$ cat config.mk
export PLATFORM = sky130hd
export DESIGN_NAME = line_pixel_address_generator_top_flat
export DESIGN_NICKNAME = d
export VERILOG_FILES = /design/src/sv/lpag_pkg.sv /design/src/sv/lpag_if.sv /design/src/sv/line_pixel_address_generator_top.sv /design/src/sv/lpag_front.sv /design/src/sv/lpag_queue.sv /design/src/sv/lpag_back.sv /design/src/flat_wrapper.sv
export SDC_FILE = /design/constraint.sdc
export NUM_CORES = 2
export LEC_CHECK = 0
export BUFFER_PORTS_ARGS = -buffer_cell sky130_fd_sc_hd__buf_2
export CORE_ASPECT_RATIO = 1.1
export CORE_UTILIZATION = 45
export CTS_BUF_LIST = sky130_fd_sc_hd__clkbuf_4 sky130_fd_sc_hd__clkbuf_8 sky130_fd_sc_hd__clkbuf_16
export DETAILED_ROUTE_END_ITERATION = 8
export PLACE_DENSITY = 0.63
export SETUP_SLACK_MARGIN = 0.5
export SYNTH_ARGS = -nofsm -noshare
export SYNTH_HDL_FRONTEND = slang
export SYNTH_SLANG_ARGS = --single-unit
$ cat constraint.sdc
create_clock -name clk -period 14.35 [get_ports clk]
set_input_delay 1.435 -clock clk [delete_from_list [all_inputs] [get_ports clk]]
set_output_delay 1.435 -clock clk [all_outputs]
set_load 0.02 [all_outputs]
$ cat src/sv/lpag_pkg.sv
// ----------------------------------------------------------------------------
// lpag_pkg
// Types and constants shared by the line pixel address generator.
// ----------------------------------------------------------------------------
package lpag_pkg;

	localparam int InW        = 12;  // signed endpoint coordinate
	localparam int PosW       = 11;  // clamped coordinate before the 10-bit mask
	localparam int CoordW     = 10;
	localparam int OffW       = 23;
	localparam int LenW       = 12;
	localparam int ColorW     = 32;
	localparam int DimW       = 11;
	localparam int PitchW     = 14;
	localparam int BppW       = 3;
	localparam int RowOffW    = CoordW + PitchW;
	localparam int LimW       = 13;  // holds a dimension limit up to 4096
	localparam int CfgIdxW    = 2;
	localparam int CfgDataW   = 14;
	localparam int QueueDepth = 4;
	localparam int QueuePtrW  = $clog2(QueueDepth);

	localparam logic [DimW-1:0]   WidthReset  = DimW'(320);
	localparam logic [DimW-1:0]   HeightReset = DimW'(200);
	localparam logic [PitchW-1:0] PitchReset  = PitchW'(640);
	localparam logic [BppW-1:0]   BppReset    = BppW'(2);

	typedef enum logic {
		CMD_START = 1'b0,
		CMD_TICK  = 1'b1
	} cmd_t;

	typedef enum logic [CfgIdxW-1:0] {
		REG_WIDTH  = 2'd0,
		REG_HEIGHT = 2'd1,
		REG_PITCH  = 2'd2,
		REG_BPP    = 2'd3
	} reg_idx_t;

	typedef struct packed {
		logic [DimW-1:0]   width;
		logic [DimW-1:0]   height;
		logic [PitchW-1:0] pitch;
		logic [BppW-1:0]   bpp;
	} cfg_t;

	// one classified command as it waits between front and back
	typedef struct packed {
		cmd_t              cmd;
		logic [CoordW-1:0] x;
		logic [CoordW-1:0] y;
		logic              x_neg;
		logic              y_neg;
		logic              major_is_x;
		logic [LenW-1:0]   major_len;
		logic [LenW-1:0]   minor_len;
		logic [OffW-1:0]   offset;
		logic [ColorW-1:0] color;
	} line_entry_t;

	typedef struct packed {
		logic full;
		logic empty;
	} queue_status_t;

endpackage

$ cat src/sv/lpag_if.sv
// ----------------------------------------------------------------------------
// lpag_if
// Valid/ready channels of the line pixel address generator: commands in,
// pixels out, and the register write port.
// ----------------------------------------------------------------------------
interface lpag_item_if
	import lpag_pkg::*;
	();
	logic                     valid;
	logic                     ready;
	logic                     command;
	logic signed [InW-1:0]    x_start;
	logic signed [InW-1:0]    y_start;
	logic signed [InW-1:0]    x_end;
	logic signed [InW-1:0]    y_end;
	logic        [ColorW-1:0] draw_color;

	modport source (output valid, command, x_start, y_start, x_end, y_end, draw_color,
		input ready);
	modport sink (input valid, command, x_start, y_start, x_end, y_end, draw_color,
		output ready);
endinterface

interface lpag_pixel_if
	import lpag_pkg::*;
	();
	logic              valid;
	logic              ready;
	logic [CoordW-1:0] pixel_x;
	logic [CoordW-1:0] pixel_y;
	logic [OffW-1:0]   byte_offset;
	logic [ColorW-1:0] pixel_color;
	logic              last;

	modport source (output valid, pixel_x, pixel_y, byte_offset, pixel_color, last,
		input ready);
	modport sink (input valid, pixel_x, pixel_y, byte_offset, pixel_color, last,
		output ready);
endinterface

interface lpag_cfg_if
	import lpag_pkg::*;
	();
	logic                valid;
	logic                ready;
	logic [CfgIdxW-1:0]  index;
	logic [CfgDataW-1:0] data;

	modport source (output valid, index, data, input ready);
	modport sink (input valid, index, data, output ready);
endinterface

$ cat src/sv/line_pixel_address_generator_top.sv
// ----------------------------------------------------------------------------
// line_pixel_address_generator_top
// Bresenham line rasterizer producing pixel coordinates and byte offsets.
// ----------------------------------------------------------------------------
// Usage:
//   item   - command channel. A start command (command = 0) latches two
//            endpoints, clamped to the screen, and a color; it gives no pixel.
//            A tick (command = 1) emits the next pixel of the current line;
//            a tick with no line in progress is dropped.
//   pixels - one transaction per pixel: x, y, byte offset, color, last.
//   cfg    - register writes (width, height, pitch, bytes per pixel); always
//            ready. Write only while no command is in flight.
// Timing: one command per cycle while pixels.ready holds. A pixel passes,
//   after its tick is accepted, through two front stages (clamp, then classify
//   with the y*pitch multiply), the command queue, and the back end's stepping
//   unit, which handles one command per cycle into the output register.
// Reset: registers take 320 x 200, pitch 640, two bytes per pixel; no line.
// Stall: the output register holds its pixel, the four-entry queue fills,
//   and item.ready drops once the front stages are full as well.
// ----------------------------------------------------------------------------
module line_pixel_address_generator_top
	import lpag_pkg::*;
#(
	parameter int MAX_DIM = 1024
) (
	input  logic         clk,
	input  logic         arst_n,
	lpag_cfg_if.sink     cfg,
	lpag_item_if.sink    item,
	lpag_pixel_if.source pixels
);

	cfg_t          cfg_q;
	queue_status_t qstat;
	logic          push, pop;
	line_entry_t   push_entry, pop_entry;

	assign cfg.ready = 1'b1;

	always_ff @(posedge clk or negedge arst_n) begin
		if (!arst_n) begin
			cfg_q.width  <= WidthReset;
			cfg_q.height <= HeightReset;
			cfg_q.pitch  <= PitchReset;
			cfg_q.bpp    <= BppReset;
		end else if (cfg.valid) begin
			case (reg_idx_t'(cfg.index))
				REG_WIDTH:  cfg_q.width  <= cfg.data[DimW-1:0];
				REG_HEIGHT: cfg_q.height <= cfg.data[DimW-1:0];
				REG_PITCH:  cfg_q.pitch  <= cfg.data[PitchW-1:0];
				REG_BPP:    cfg_q.bpp    <= cfg.data[BppW-1:0];
				default:    cfg_q        <= cfg_q;
			endcase
		end
	end

	lpag_front #(
		.MAX_DIM(MAX_DIM)
	) u_front (
		.clk       (clk),
		.arst_n    (arst_n),
		.cfg       (cfg_q),
		.item      (item),
		.qstat     (qstat),
		.push      (push),
		.push_entry(push_entry)
	);

	lpag_queue u_queue (
		.clk       (clk),
		.arst_n    (arst_n),
		.push      (push),
		.push_entry(push_entry),
		.pop       (pop),
		.pop_entry (pop_entry),
		.qstat     (qstat)
	);

	lpag_back u_back (
		.clk      (clk),
		.arst_n   (arst_n),
		.cfg      (cfg_q),
		.qstat    (qstat),
		.pop_entry(pop_entry),
		.pop      (pop),
		.pixels   (pixels)
	);

endmodule

$ cat src/sv/lpag_front.sv
// ----------------------------------------------------------------------------
// lpag_front
// Accepts commands, clamps endpoints, works out direction, axis lengths and
// the start byte offset, and pushes one entry per command into the queue.
// ----------------------------------------------------------------------------
module lpag_front
	import lpag_pkg::*;
#(
	parameter int MAX_DIM = 1024
) (
	input  logic          clk,
	input  logic          arst_n,
	input  cfg_t          cfg,
	lpag_item_if.sink     item,
	input  queue_status_t qstat,
	output logic          push,
	output line_entry_t   push_entry
);

	localparam logic [LimW-1:0] MaxDimL = LimW'(MAX_DIM);

	function automatic logic [PosW-1:0] clamp_coord(input logic signed [InW-1:0] c,
		input logic [DimW-1:0] dim);
		logic [LimW-1:0] lim;
		logic [LimW-1:0] hi;
		logic [PosW-1:0] res;
		lim = (dim == '0) ? LimW'(1) : LimW'(dim);
		if (lim > MaxDimL) lim = MaxDimL;
		hi = lim - LimW'(1);
		if (c[InW-1]) res = '0;
		else if (LimW'(c[PosW-1:0]) > hi) res = hi[PosW-1:0];
		else res = c[PosW-1:0];
		return res;
	endfunction

	logic              valid_s1;
	cmd_t              cmd_s1;
	logic [PosW-1:0]   x1_s1, y1_s1, x2_s1, y2_s1;
	logic [ColorW-1:0] color_s1;

	logic              valid_s2;
	line_entry_t       entry_s2;

	logic              adv_s2, load_s2;
	line_entry_t       entry_d;

	logic signed [InW-1:0] dx, dy;
	logic [LenW-1:0]       adx, ady;
	logic [RowOffW-1:0]    row_off;
	logic [RowOffW-1:0]    col_off;
	logic                  x_major;

	assign adv_s2     = valid_s2 && !qstat.full;
	assign load_s2    = valid_s1 && (!valid_s2 || adv_s2);
	assign item.ready = !valid_s1 || load_s2;
	assign push       = valid_s2;
	assign push_entry = entry_s2;

	// stage 1: clamp endpoints
	always_ff @(posedge clk or negedge arst_n) begin
		if (!arst_n) begin
			valid_s1 <= 1'b0;
		end else if (item.ready) begin
			valid_s1 <= item.valid;
		end
	end

	always_ff @(posedge clk) begin
		if (item.ready && item.valid) begin
			cmd_s1   <= cmd_t'(item.command);
			x1_s1    <= clamp_coord(item.x_start, cfg.width);
			y1_s1    <= clamp_coord(item.y_start, cfg.height);
			x2_s1    <= clamp_coord(item.x_end, cfg.width);
			y2_s1    <= clamp_coord(item.y_end, cfg.height);
			color_s1 <= item.draw_color;
		end
	end

	// stage 2: classify the line and find its start offset
	always_comb begin
		dx      = $signed({1'b0, x2_s1}) - $signed({1'b0, x1_s1});
		dy      = $signed({1'b0, y2_s1}) - $signed({1'b0, y1_s1});
		adx     = (dx[InW-1] ? LenW'(-dx) : LenW'(dx)) + LenW'(1);
		ady     = (dy[InW-1] ? LenW'(-dy) : LenW'(dy)) + LenW'(1);
		x_major = adx >= ady;
		row_off = RowOffW'(y1_s1[CoordW-1:0]) * RowOffW'(cfg.pitch);
		col_off = RowOffW'(x1_s1[CoordW-1:0]) * RowOffW'(cfg.bpp);

		entry_d.cmd        = cmd_s1;
		entry_d.x          = x1_s1[CoordW-1:0];
		entry_d.y          = y1_s1[CoordW-1:0];
		entry_d.x_neg      = dx[InW-1];
		entry_d.y_neg      = dy[InW-1];
		entry_d.major_is_x = x_major;
		entry_d.major_len  = x_major ? adx : ady;
		entry_d.minor_len  = x_major ? ady : adx;
		entry_d.offset     = OffW'(row_off + col_off);
		entry_d.color      = color_s1;
	end

	always_ff @(posedge clk or negedge arst_n) begin
		if (!arst_n) begin
			valid_s2 <= 1'b0;
		end else if (!valid_s2 || adv_s2) begin
			valid_s2 <= valid_s1;
		end
	end

	always_ff @(posedge clk) begin
		if (load_s2) begin
			entry_s2 <= entry_d;
		end
	end

endmodule

$ cat src/sv/lpag_queue.sv
// ----------------------------------------------------------------------------
// lpag_queue
// Short FIFO of classified commands between front and back.
// ----------------------------------------------------------------------------
module lpag_queue
	import lpag_pkg::*;
(
	input  logic          clk,
	input  logic          arst_n,
	input  logic          push,
	input  line_entry_t   push_entry,
	input  logic          pop,
	output line_entry_t   pop_entry,
	output queue_status_t qstat
);

	line_entry_t            entries_q [QueueDepth];
	logic [QueuePtrW-1:0]   wr_ptr_q, rd_ptr_q;
	logic [QueuePtrW:0]     count_q;
	logic                   do_push, do_pop;

	assign qstat.full  = count_q == (QueuePtrW+1)'(QueueDepth);
	assign qstat.empty = count_q == '0;
	assign do_push     = push && !qstat.full;
	assign do_pop      = pop && !qstat.empty;
	assign pop_entry   = entries_q[rd_ptr_q];

	always_ff @(posedge clk or negedge arst_n) begin
		if (!arst_n) begin
			wr_ptr_q <= '0;
			rd_ptr_q <= '0;
			count_q  <= '0;
		end else begin
			if (do_push) wr_ptr_q <= wr_ptr_q + QueuePtrW'(1);
			if (do_pop) rd_ptr_q <= rd_ptr_q + QueuePtrW'(1);
			case ({do_push, do_pop})
				2'b10:   count_q <= count_q + (QueuePtrW+1)'(1);
				2'b01:   count_q <= count_q - (QueuePtrW+1)'(1);
				default: count_q <= count_q;
			endcase
		end
	end

	always_ff @(posedge clk) begin
		if (do_push) begin
			entries_q[wr_ptr_q] <= push_entry;
		end
	end

endmodule

$ cat src/sv/lpag_back.sv
// ----------------------------------------------------------------------------
// lpag_back
// Holds the line in progress, steps it once per tick and presents each pixel
// in an output register.
// ----------------------------------------------------------------------------
module lpag_back
	import lpag_pkg::*;
(
	input  logic          clk,
	input  logic          arst_n,
	input  cfg_t          cfg,
	input  queue_status_t qstat,
	input  line_entry_t   pop_entry,
	output logic          pop,
	lpag_pixel_if.source  pixels
);

	logic              busy_q;
	logic [CoordW-1:0] cur_x_q, cur_y_q;
	logic [OffW-1:0]   cur_off_q;
	logic [LenW-1:0]   err_q, major_q, minor_q, left_q;
	logic              major_is_x_q, x_neg_q, y_neg_q;
	logic [ColorW-1:0] color_q;

	logic              out_valid_q;
	logic [CoordW-1:0] out_x_q, out_y_q;
	logic [OffW-1:0]   out_off_q;
	logic [ColorW-1:0] out_color_q;
	logic              out_last_q;

	logic              is_last, minor_step, step_x, step_y, emit;
	logic [LenW-1:0]   err_sum, err_next;
	logic [CoordW-1:0] x_next, y_next;
	logic [OffW-1:0]   x_delta, y_delta, off_next;

	assign pop  = !qstat.empty && (!out_valid_q || pixels.ready);
	assign emit = pop && (pop_entry.cmd == CMD_TICK) && busy_q;

	always_comb begin
		is_last    = left_q <= LenW'(1);
		err_sum    = err_q + minor_q;
		minor_step = err_sum >= major_q;
		err_next   = minor_step ? err_sum - major_q : err_sum;
		step_x     = major_is_x_q || minor_step;
		step_y     = !major_is_x_q || minor_step;
		x_next     = cur_x_q;
		y_next     = cur_y_q;
		x_delta    = '0;
		y_delta    = '0;
		if (step_x) begin
			x_next  = x_neg_q ? cur_x_q - CoordW'(1) : cur_x_q + CoordW'(1);
			x_delta = x_neg_q ? -OffW'(cfg.bpp) : OffW'(cfg.bpp);
		end
		if (step_y) begin
			y_next  = y_neg_q ? cur_y_q - CoordW'(1) : cur_y_q + CoordW'(1);
			y_delta = y_neg_q ? -OffW'(cfg.pitch) : OffW'(cfg.pitch);
		end
		off_next = cur_off_q + x_delta + y_delta;
	end

	always_ff @(posedge clk or negedge arst_n) begin
		if (!arst_n) begin
			busy_q       <= 1'b0;
			cur_x_q      <= '0;
			cur_y_q      <= '0;
			cur_off_q    <= '0;
			err_q        <= '0;
			major_q      <= '0;
			minor_q      <= '0;
			left_q       <= '0;
			major_is_x_q <= 1'b0;
			x_neg_q      <= 1'b0;
			y_neg_q      <= 1'b0;
			color_q      <= '0;
		end else if (pop) begin
			if (pop_entry.cmd == CMD_START) begin
				// abandon any line in progress
				busy_q       <= 1'b1;
				cur_x_q      <= pop_entry.x;
				cur_y_q      <= pop_entry.y;
				cur_off_q    <= pop_entry.offset;
				err_q        <= '0;
				major_q      <= pop_entry.major_len;
				minor_q      <= pop_entry.minor_len;
				left_q       <= pop_entry.major_len;
				major_is_x_q <= pop_entry.major_is_x;
				x_neg_q      <= pop_entry.x_neg;
				y_neg_q      <= pop_entry.y_neg;
				color_q      <= pop_entry.color;
			end else if (busy_q) begin
				if (is_last) begin
					busy_q <= 1'b0;
					left_q <= '0;
				end else begin
					left_q    <= left_q - LenW'(1);
					err_q     <= err_next;
					cur_x_q   <= x_next;
					cur_y_q   <= y_next;
					cur_off_q <= off_next;
				end
			end
		end
	end

	always_ff @(posedge clk or negedge arst_n) begin
		if (!arst_n) begin
			out_valid_q <= 1'b0;
		end else if (emit) begin
			out_valid_q <= 1'b1;
		end else if (pixels.ready) begin
			out_valid_q <= 1'b0;
		end
	end

	always_ff @(posedge clk) begin
		if (emit) begin
			out_x_q     <= cur_x_q;
			out_y_q     <= cur_y_q;
			out_off_q   <= cur_off_q;
			out_color_q <= color_q;
			out_last_q  <= is_last;
		end
	end

	assign pixels.valid       = out_valid_q;
	assign pixels.pixel_x     = out_x_q;
	assign pixels.pixel_y     = out_y_q;
	assign pixels.byte_offset = out_off_q;
	assign pixels.pixel_color = out_color_q;
	assign pixels.last        = out_last_q;

endmodule
$ cat src/flat_wrapper.sv
// flat-port wrapper written by rule: the top's interface ports become plain ports
module line_pixel_address_generator_top_flat import lpag_pkg::*;
#(
	parameter int MAX_DIM = 1024
)
  (clk, arst_n, cfg_valid, cfg_index, cfg_data, cfg_ready, item_valid, item_command, item_x_start, item_y_start, item_x_end, item_y_end, item_draw_color, item_ready, pixels_valid, pixels_pixel_x, pixels_pixel_y, pixels_byte_offset, pixels_pixel_color, pixels_last, pixels_ready);
  lpag_cfg_if cfg_i ();
  lpag_item_if item_i ();
  lpag_pixel_if pixels_i ();
  input  logic clk;
  input  logic arst_n;
  input wire logic [$bits(cfg_i.valid)-1:0] cfg_valid;
  input wire logic [$bits(cfg_i.index)-1:0] cfg_index;
  input wire logic [$bits(cfg_i.data)-1:0] cfg_data;
  output wire logic [$bits(cfg_i.ready)-1:0] cfg_ready;
  input wire logic [$bits(item_i.valid)-1:0] item_valid;
  input wire logic [$bits(item_i.command)-1:0] item_command;
  input wire logic [$bits(item_i.x_start)-1:0] item_x_start;
  input wire logic [$bits(item_i.y_start)-1:0] item_y_start;
  input wire logic [$bits(item_i.x_end)-1:0] item_x_end;
  input wire logic [$bits(item_i.y_end)-1:0] item_y_end;
  input wire logic [$bits(item_i.draw_color)-1:0] item_draw_color;
  output wire logic [$bits(item_i.ready)-1:0] item_ready;
  output wire logic [$bits(pixels_i.valid)-1:0] pixels_valid;
  output wire logic [$bits(pixels_i.pixel_x)-1:0] pixels_pixel_x;
  output wire logic [$bits(pixels_i.pixel_y)-1:0] pixels_pixel_y;
  output wire logic [$bits(pixels_i.byte_offset)-1:0] pixels_byte_offset;
  output wire logic [$bits(pixels_i.pixel_color)-1:0] pixels_pixel_color;
  output wire logic [$bits(pixels_i.last)-1:0] pixels_last;
  input wire logic [$bits(pixels_i.ready)-1:0] pixels_ready;
  assign cfg_i.valid = cfg_valid;
  assign cfg_i.index = cfg_index;
  assign cfg_i.data = cfg_data;
  assign cfg_ready = cfg_i.ready;
  assign item_i.valid = item_valid;
  assign item_i.command = item_command;
  assign item_i.x_start = item_x_start;
  assign item_i.y_start = item_y_start;
  assign item_i.x_end = item_x_end;
  assign item_i.y_end = item_y_end;
  assign item_i.draw_color = item_draw_color;
  assign item_ready = item_i.ready;
  assign pixels_valid = pixels_i.valid;
  assign pixels_pixel_x = pixels_i.pixel_x;
  assign pixels_pixel_y = pixels_i.pixel_y;
  assign pixels_byte_offset = pixels_i.byte_offset;
  assign pixels_pixel_color = pixels_i.pixel_color;
  assign pixels_last = pixels_i.last;
  assign pixels_i.ready = pixels_ready;
  line_pixel_address_generator_top #(.MAX_DIM(MAX_DIM)) u_core (.clk(clk), .arst_n(arst_n), .cfg(cfg_i), .item(item_i), .pixels(pixels_i));
endmodule
== Word-level counts from Yosys, hierarchy flattened ==
Memory sizes are Yosys's and may differ from the RTL's.
Index checks and enable logic that the tools add are counted.
Cells by class
  magnitude comparators: 9
  multiply operators: 2
  reductions and logical operators: 33
  $add $sub $neg: 24
  mux-type cells: 46
  bitwise gates (word level): 1
  eq/ne operators: 10
Operators by type and width (count)
  $mux 23: 7
  $mux 12: 11
  $mux 10: 10
  $mux 11: 8
  $gt 11x13->1: 4
  $add 23x23->23: 2
  $mux 13: 2
  $sub 13x1->13 const B: 2
  $add 12x2->12 const B: 2
  $ge 12x12->1: 2
  $neg 12->12: 2
  $sub 11x11->12: 2
  $add 23x13->23: 1
  $mul 10x14->23: 1
  $neg 14->23: 1
  $neg 3->23: 1
  $gt 11x11->1 const B: 2
  $logic_not 11->1: 2
  $add 10x1->10 const B: 2
  $sub 10x1->10 const B: 2
  $mul 10x3->13: 1
  $add 12x12->12: 1
  $le 12x1->1 const B: 1
  $reduce_and 2->1: 6
  21 further kinds: 50
Word-level totals
  logic and storage cells: 169
  register bits after elaboration: 432
  memories kept: 1
  output and inout port bits: 79
  RAM bits: 412
  input port bits: 102
Memories
  u_core.u_queue.entries_q: depth 4, width 103, rd ports 1, clocked after Yosys merged registers in 0, write ports 1, line lpag_queue.sv:17  | line_entry_t entries_q [QueueDepth];

== Depth between registers and ports, before layout ==
  depth in word-level cells: 11
  mapped depth: 32
  mapped depth without buffers: 31

== Hierarchy ==
Synthesis repeated with hierarchy kept, for this count alone.
Unflattened totals
  cell total of the unflattened synthesis: 3295
  area total of the unflattened synthesis: 44345.0 µm²
By module, submodules not included
  lpag_front: cells an instance 1540, times used 1, area an instance 15972.8 µm²
  lpag_queue: cells an instance 576, times used 1, area an instance 15285.9 µm²
  lpag_back: cells an instance 1092, times used 1, area an instance 11568.6 µm²
  line_pixel_address_generator_top: cells an instance 87, times used 1, area an instance 1517.7 µm²

== Worst setup path before layout ==
Ideal clock, no wire load.
  path type: register to register
  start point: register u_core.u_back.err_q[0]
  end point: register u_core.u_back.cur_off_q[16]
  clock period less this slack: 6.600 ns
  data arrival time: 6.475 ns
  setup slack: 7.750 ns
  stages on the path, launching flop included: 31
  cells stage by stage: dfrtp_1 -> ha_1 -> fa_1 -> a21o_1 -> a21oi_1 -> o21bai_1 -> a21oi_1 -> o21bai_1 -> a21oi_1 -> xnor2_1 -> ha_1 -> nor3_1 -> nor2_1 -> a2111oi_0 -> or2_2 -> buf_2 -> buf_1 -> nor2_1 -> ha_1 -> a21o_1 -> ha_1 -> a211oi_1 -> o211ai_1 -> a31oi_1 -> o21bai_1 -> or2_2 -> a21oi_1 -> o21ai_0 -> xor2_1 -> nand3_1 -> nand3_1
On the way
  longest elaborated chain between the ends: 9
  elaborated cells between the ends (all ways): 11
  those cells by class: add/sub: 3; order compare: 1; mux: 5; reduce/logical: 2
Ends and longest elaborated chain
  start, declared: line lpag_back.sv:21  | logic [LenW-1:0] err_q, major_q, minor_q, left_q;
  start signal, assigned: line lpag_back.sv:96  | err_q <= err_next;
  $add 12x12->12 *: line lpag_back.sv:41  | err_sum = err_q + minor_q;
  $ge 12x12->1 *: line lpag_back.sv:42  | minor_step = err_sum >= major_q;
  $logic_or 1x1->1: line lpag_back.sv:44  | step_x = major_is_x_q || minor_step;
  $mux 23: line lpag_back.sv:50  | if (step_x) begin
  $add 23x23->23: line lpag_back.sv:58  | off_next = cur_off_q + x_delta + y_delta;
  $add 23x23->23 *: line lpag_back.sv:58
  $mux 23 *: line lpag_back.sv:91  | if (is_last) begin
  $mux 23 *: line lpag_back.sv:90  | end else if (busy_q) begin
  $mux 23 *: line lpag_back.sv:76  | if (pop_entry.cmd == CMD_START) begin
  end signal, assigned: line lpag_back.sv:81  | cur_off_q <= pop_entry.offset;
  end signal, assigned: line lpag_back.sv:99  | cur_off_q <= off_next;
  end, declared: line lpag_back.sv:20  | logic [OffW-1:0] cur_off_q;
Mark *: on every way between the ends. The rest lies on a longest branch, timed or not. The select of a mux whose other input is x is not followed.
A chain may end at the register's enable or synchronous reset.

== Worst setup path in the final report ==
  start point: register u_core.u_back.err_q[0]
  end point: register u_core.u_back.cur_off_q[21]
The elaborated chain is that of the path after synthesis.

==> results_dict.tcl <==
set metrics [dict create \
    grt_usage_pct 19.92 \
    fin_setup_tns_ps 0 \
    hold_buffers 0 \
    synth_cell_types 95 \
    cts_tree "yes" \
    routabilityCongestion 0.8555 \
    worstMarginPinSlew_ps 1012 \
    cts.sinks 844 \
    yosysTopAreaCellShare_pct 45.73 \
    muxShareOfSynthArea_pct 8.934 \
    nFillCells 8269 \
    start_kind "register" \
    synth-compound-area-share_pct 7.365 \
    fin_nets 3967 \
    cp-end-kind "register" \
    crit_path_frequent_cell "a21oi_1" \
    die_w_um 299.7 \
    layout_commonest_cell "edfxtp_1" \
    worstPathRequired_ps 14870 \
    wire_per_inst_um 19.96 \
    final_max_slew_viol_count 0 \
    num_rows 119 \
    drc 0 \
    critical_path_class "reg2reg" \
    synth_top_family_by_area "adder cells" \
    skew_ps 38.44 \
    synth_xor_area_share_pct 3.326 \
    post-route-period-util_pct 51.65 \
    rsz0062_at_grt "false" \
    drtAntennaViolNets 0 \
    synth_enable_flop_cells 668 \
    path_clk_slew_ps 70 \
    finalHoldViolations 0 \
    via_count 26080 \
    grt_max_degree 104 \
    cts-resized-gates 0 \
    synth-seq-cells 844 \
    grt_pass1_vias 26590 \
    max_freq_mhz 134.9 \
    synth_cells 3305 \
    ys.flop_type "edfxtp_1" \
    maxCapViolCount 0 \
    ys_seq_area_share_pct 55.79 \
    yosysTopAreaCell "edfxtp_1" \
    die-height_um 329.5 \
    final_cell_mix "668 x edfxtp_1, 280 x inv_1, 242 x nand2_1" \
    clk-insertion-delay-late_ps 670 \
    fin_crit_ps 7412 \
    slew_headroom_pct 32.50 \
    status "complete, no violations" \
    cp_top_family "compound AO/OA/AOI/OAI gates" \
    yosys.area_share.simple_pct 8.084 \
    synthToLayoutAreaGrowth_pct 12.25 \
    met3_usage_pct 3.232 \
    grt_antenna_before_repair 0 \
    critPathMaxStageDelay_ps 660 \
    cts_root_buf "clkbuf_16" \
    dr.pass1.iters 7 \
    synth.area.top_cells "edfxtp_1 46%, dfrtp_1 9.6%, ha_1 6.8%" \
    cp_max_fo 18 \
    drt-initial-drc-count 1549 \
    htree_levels 3 \
    drt-total-wl_mm 96.49 \
    dp_hpwl_mm 66.77 \
    grtUsageMet1_pct 27.31 \
    start_util_pct 45.61 \
    critical-path-slowest-cell "a211oi_1" \
    syn_nets 3782 \
    syn_area_per_cell_um2 13.27 \
    critPathArrivalTime_ps 7930 \
    async_flop_share_pct 20.85 \
    yosys_warnings 0 \
    gr-usage-met2_pct 32.71 \
    die_area_mm2 0.09873 \
    post_cts_buffers 0 \
    grt_pass1_wl_mm 151.1 \
    grt_remaining_overflow 0 \
    busiest_layer "met2" \
    min_path_type "reg2reg" \
    syn_area_mm2 0.04387 \
    avgViaCountPerCell 5.393 \
    cts_buffer_depth 3 \
    drive_above_1_share_pct 17.23 \
    cts_buffers 87 \
    portBuffers 179 \
    num_io_pins 181 \
    fp.coreArea_mm2 0.09618 \
    setup_viol 0 \
    crit_buf_inv 0 \
    synthAdderAreaFrac_pct 13.02 \
]
## metrics by stage
step / util (%) / cells / hold slack (ps) / instance area [um^2] / setup slack [ps]
3_3_place_gp: 48.09 / 4671 / 400.6 / 46260 / 7049
4_1_cts: 51.19 / 4834 / 418.4 / 49230 / 6884
3_5_place_dp: 48.09 / 4671 / 404.5 / 46260 / 6916
5_1_grt: 51.19 / 4834 / 425.6 / 49230 / 6350
6_report: 51.19 / 4835 / 417.4 / 49240 / 6938
2_1_floorplan: - / 3305 / 400.3 / 43870 / 7750
## state kept, by name, summed over array words and instances, names as in the netlist, 12 cells and up
name and flops:
u_core.u_back.err_q 12, u_core.u_front.push_entry 103, u_core.u_back.left_q 12, u_core.u_front.color_s1 32
u_core.u_queue.entries_q 412, u_core.u_back.pixels.byte_offset 23, u_core.u_back.pixels.pixel_color 32, u_core.u_back.major_q 12
u_core.u_back.cur_off_q 23, u_core.u_back.minor_q 12, u_core.u_back.color_q 32, u_core.cfg_q 39
## Yosys cell counts (32+ instances only)
library cell	count
mux2_2	88
nor3_1	43
fa_1	136
dfrtp_1	168
nor2_1	216
clkbuf_1	94
mux2i_1	63
nand3_1	32
a21oi_1	147
a21o_1	50
inv_1	280
o21ai_0	138
mux4_2	102
xnor2_1	96
edfxtp_1	668
ha_1	239
xor2_1	66
nand2_1	242
and2_1	65
## worst register-to-register path: cells and delay by family (launching register included)
| kind | cells | cell delay [ps] |
|---|---|---|
| flops | 1 | 380 |
| compound gates | 16 | 3340 |
| xor+xnor | 2 | 290 |
| fa+ha+maj | 6 | 2050 |
| simple gates | 5 | 1200 |
## cell families (layout without fill, tap and decap cells)
| group | Yosys count | count (layout) |
|---|---|---|
| DFF | 844 | 844 |
| and+or+nand+nor | 757 | 757 |
| AOI/OAI and AO/OA | 511 | 511 |
| buffers and inverters | 400 | 659 |
| adders and majority gates | 375 | 375 |
| muxes | 253 | 253 |
| xor gates and xnor gates | 164 | 164 |
| other | 1 | 2 |
## metal layers
metal  wire (um)  part of all wire [%]  vias to the layer above
met5           0                     0                        -
met1       43090                    45                    13020
met3        5023                   5.2                      132
met4        2572                   2.7                        0
met2       45800                    47                      617
li1            -                     -                    12310
## worst paths after layout
| check | depth (start not counted) | to | from | slack, ps |
|---|---|---|---|---|
| setup / recovery | 29 | u_core.u_back.cur_off_q[21] | u_core.u_back.err_q[0] | 6940 |
| hold / removal | 0 | u_core.u_front.push_entry[30] | u_core.u_front.color_s1[30] | 420 |
| setup reg to reg | 29 | u_core.u_back.cur_off_q[21] | u_core.u_back.err_q[0] | 6940 |
| hold reg to reg | 0 | u_core.u_front.push_entry[30] | u_core.u_front.color_s1[30] | 420 |
| max in group asynchronous | 2 | u_core.cfg_q[22] | arst_n | 12260 |
| min in group asynchronous | 1 | u_core.u_back.cur_off_q[15] | arst_n | 730 |
## cell type report
type                       count  area [um^2]  area share (%)
tap                         1270         1589           3.227
clock buffer                 119         2505           5.087
multi-input combinational   2061        17950           36.46
clock inverter                44        470.5          0.9555
antenna                        1        2.502        0.005082
sequential                   844        24480           49.72
inverter                     282         1059           2.150
timing repair buffer         214         1180           2.396
Power is not shown: default switching activity piles up to over one toggle a cycle in this logic, so the estimate is an artifact.
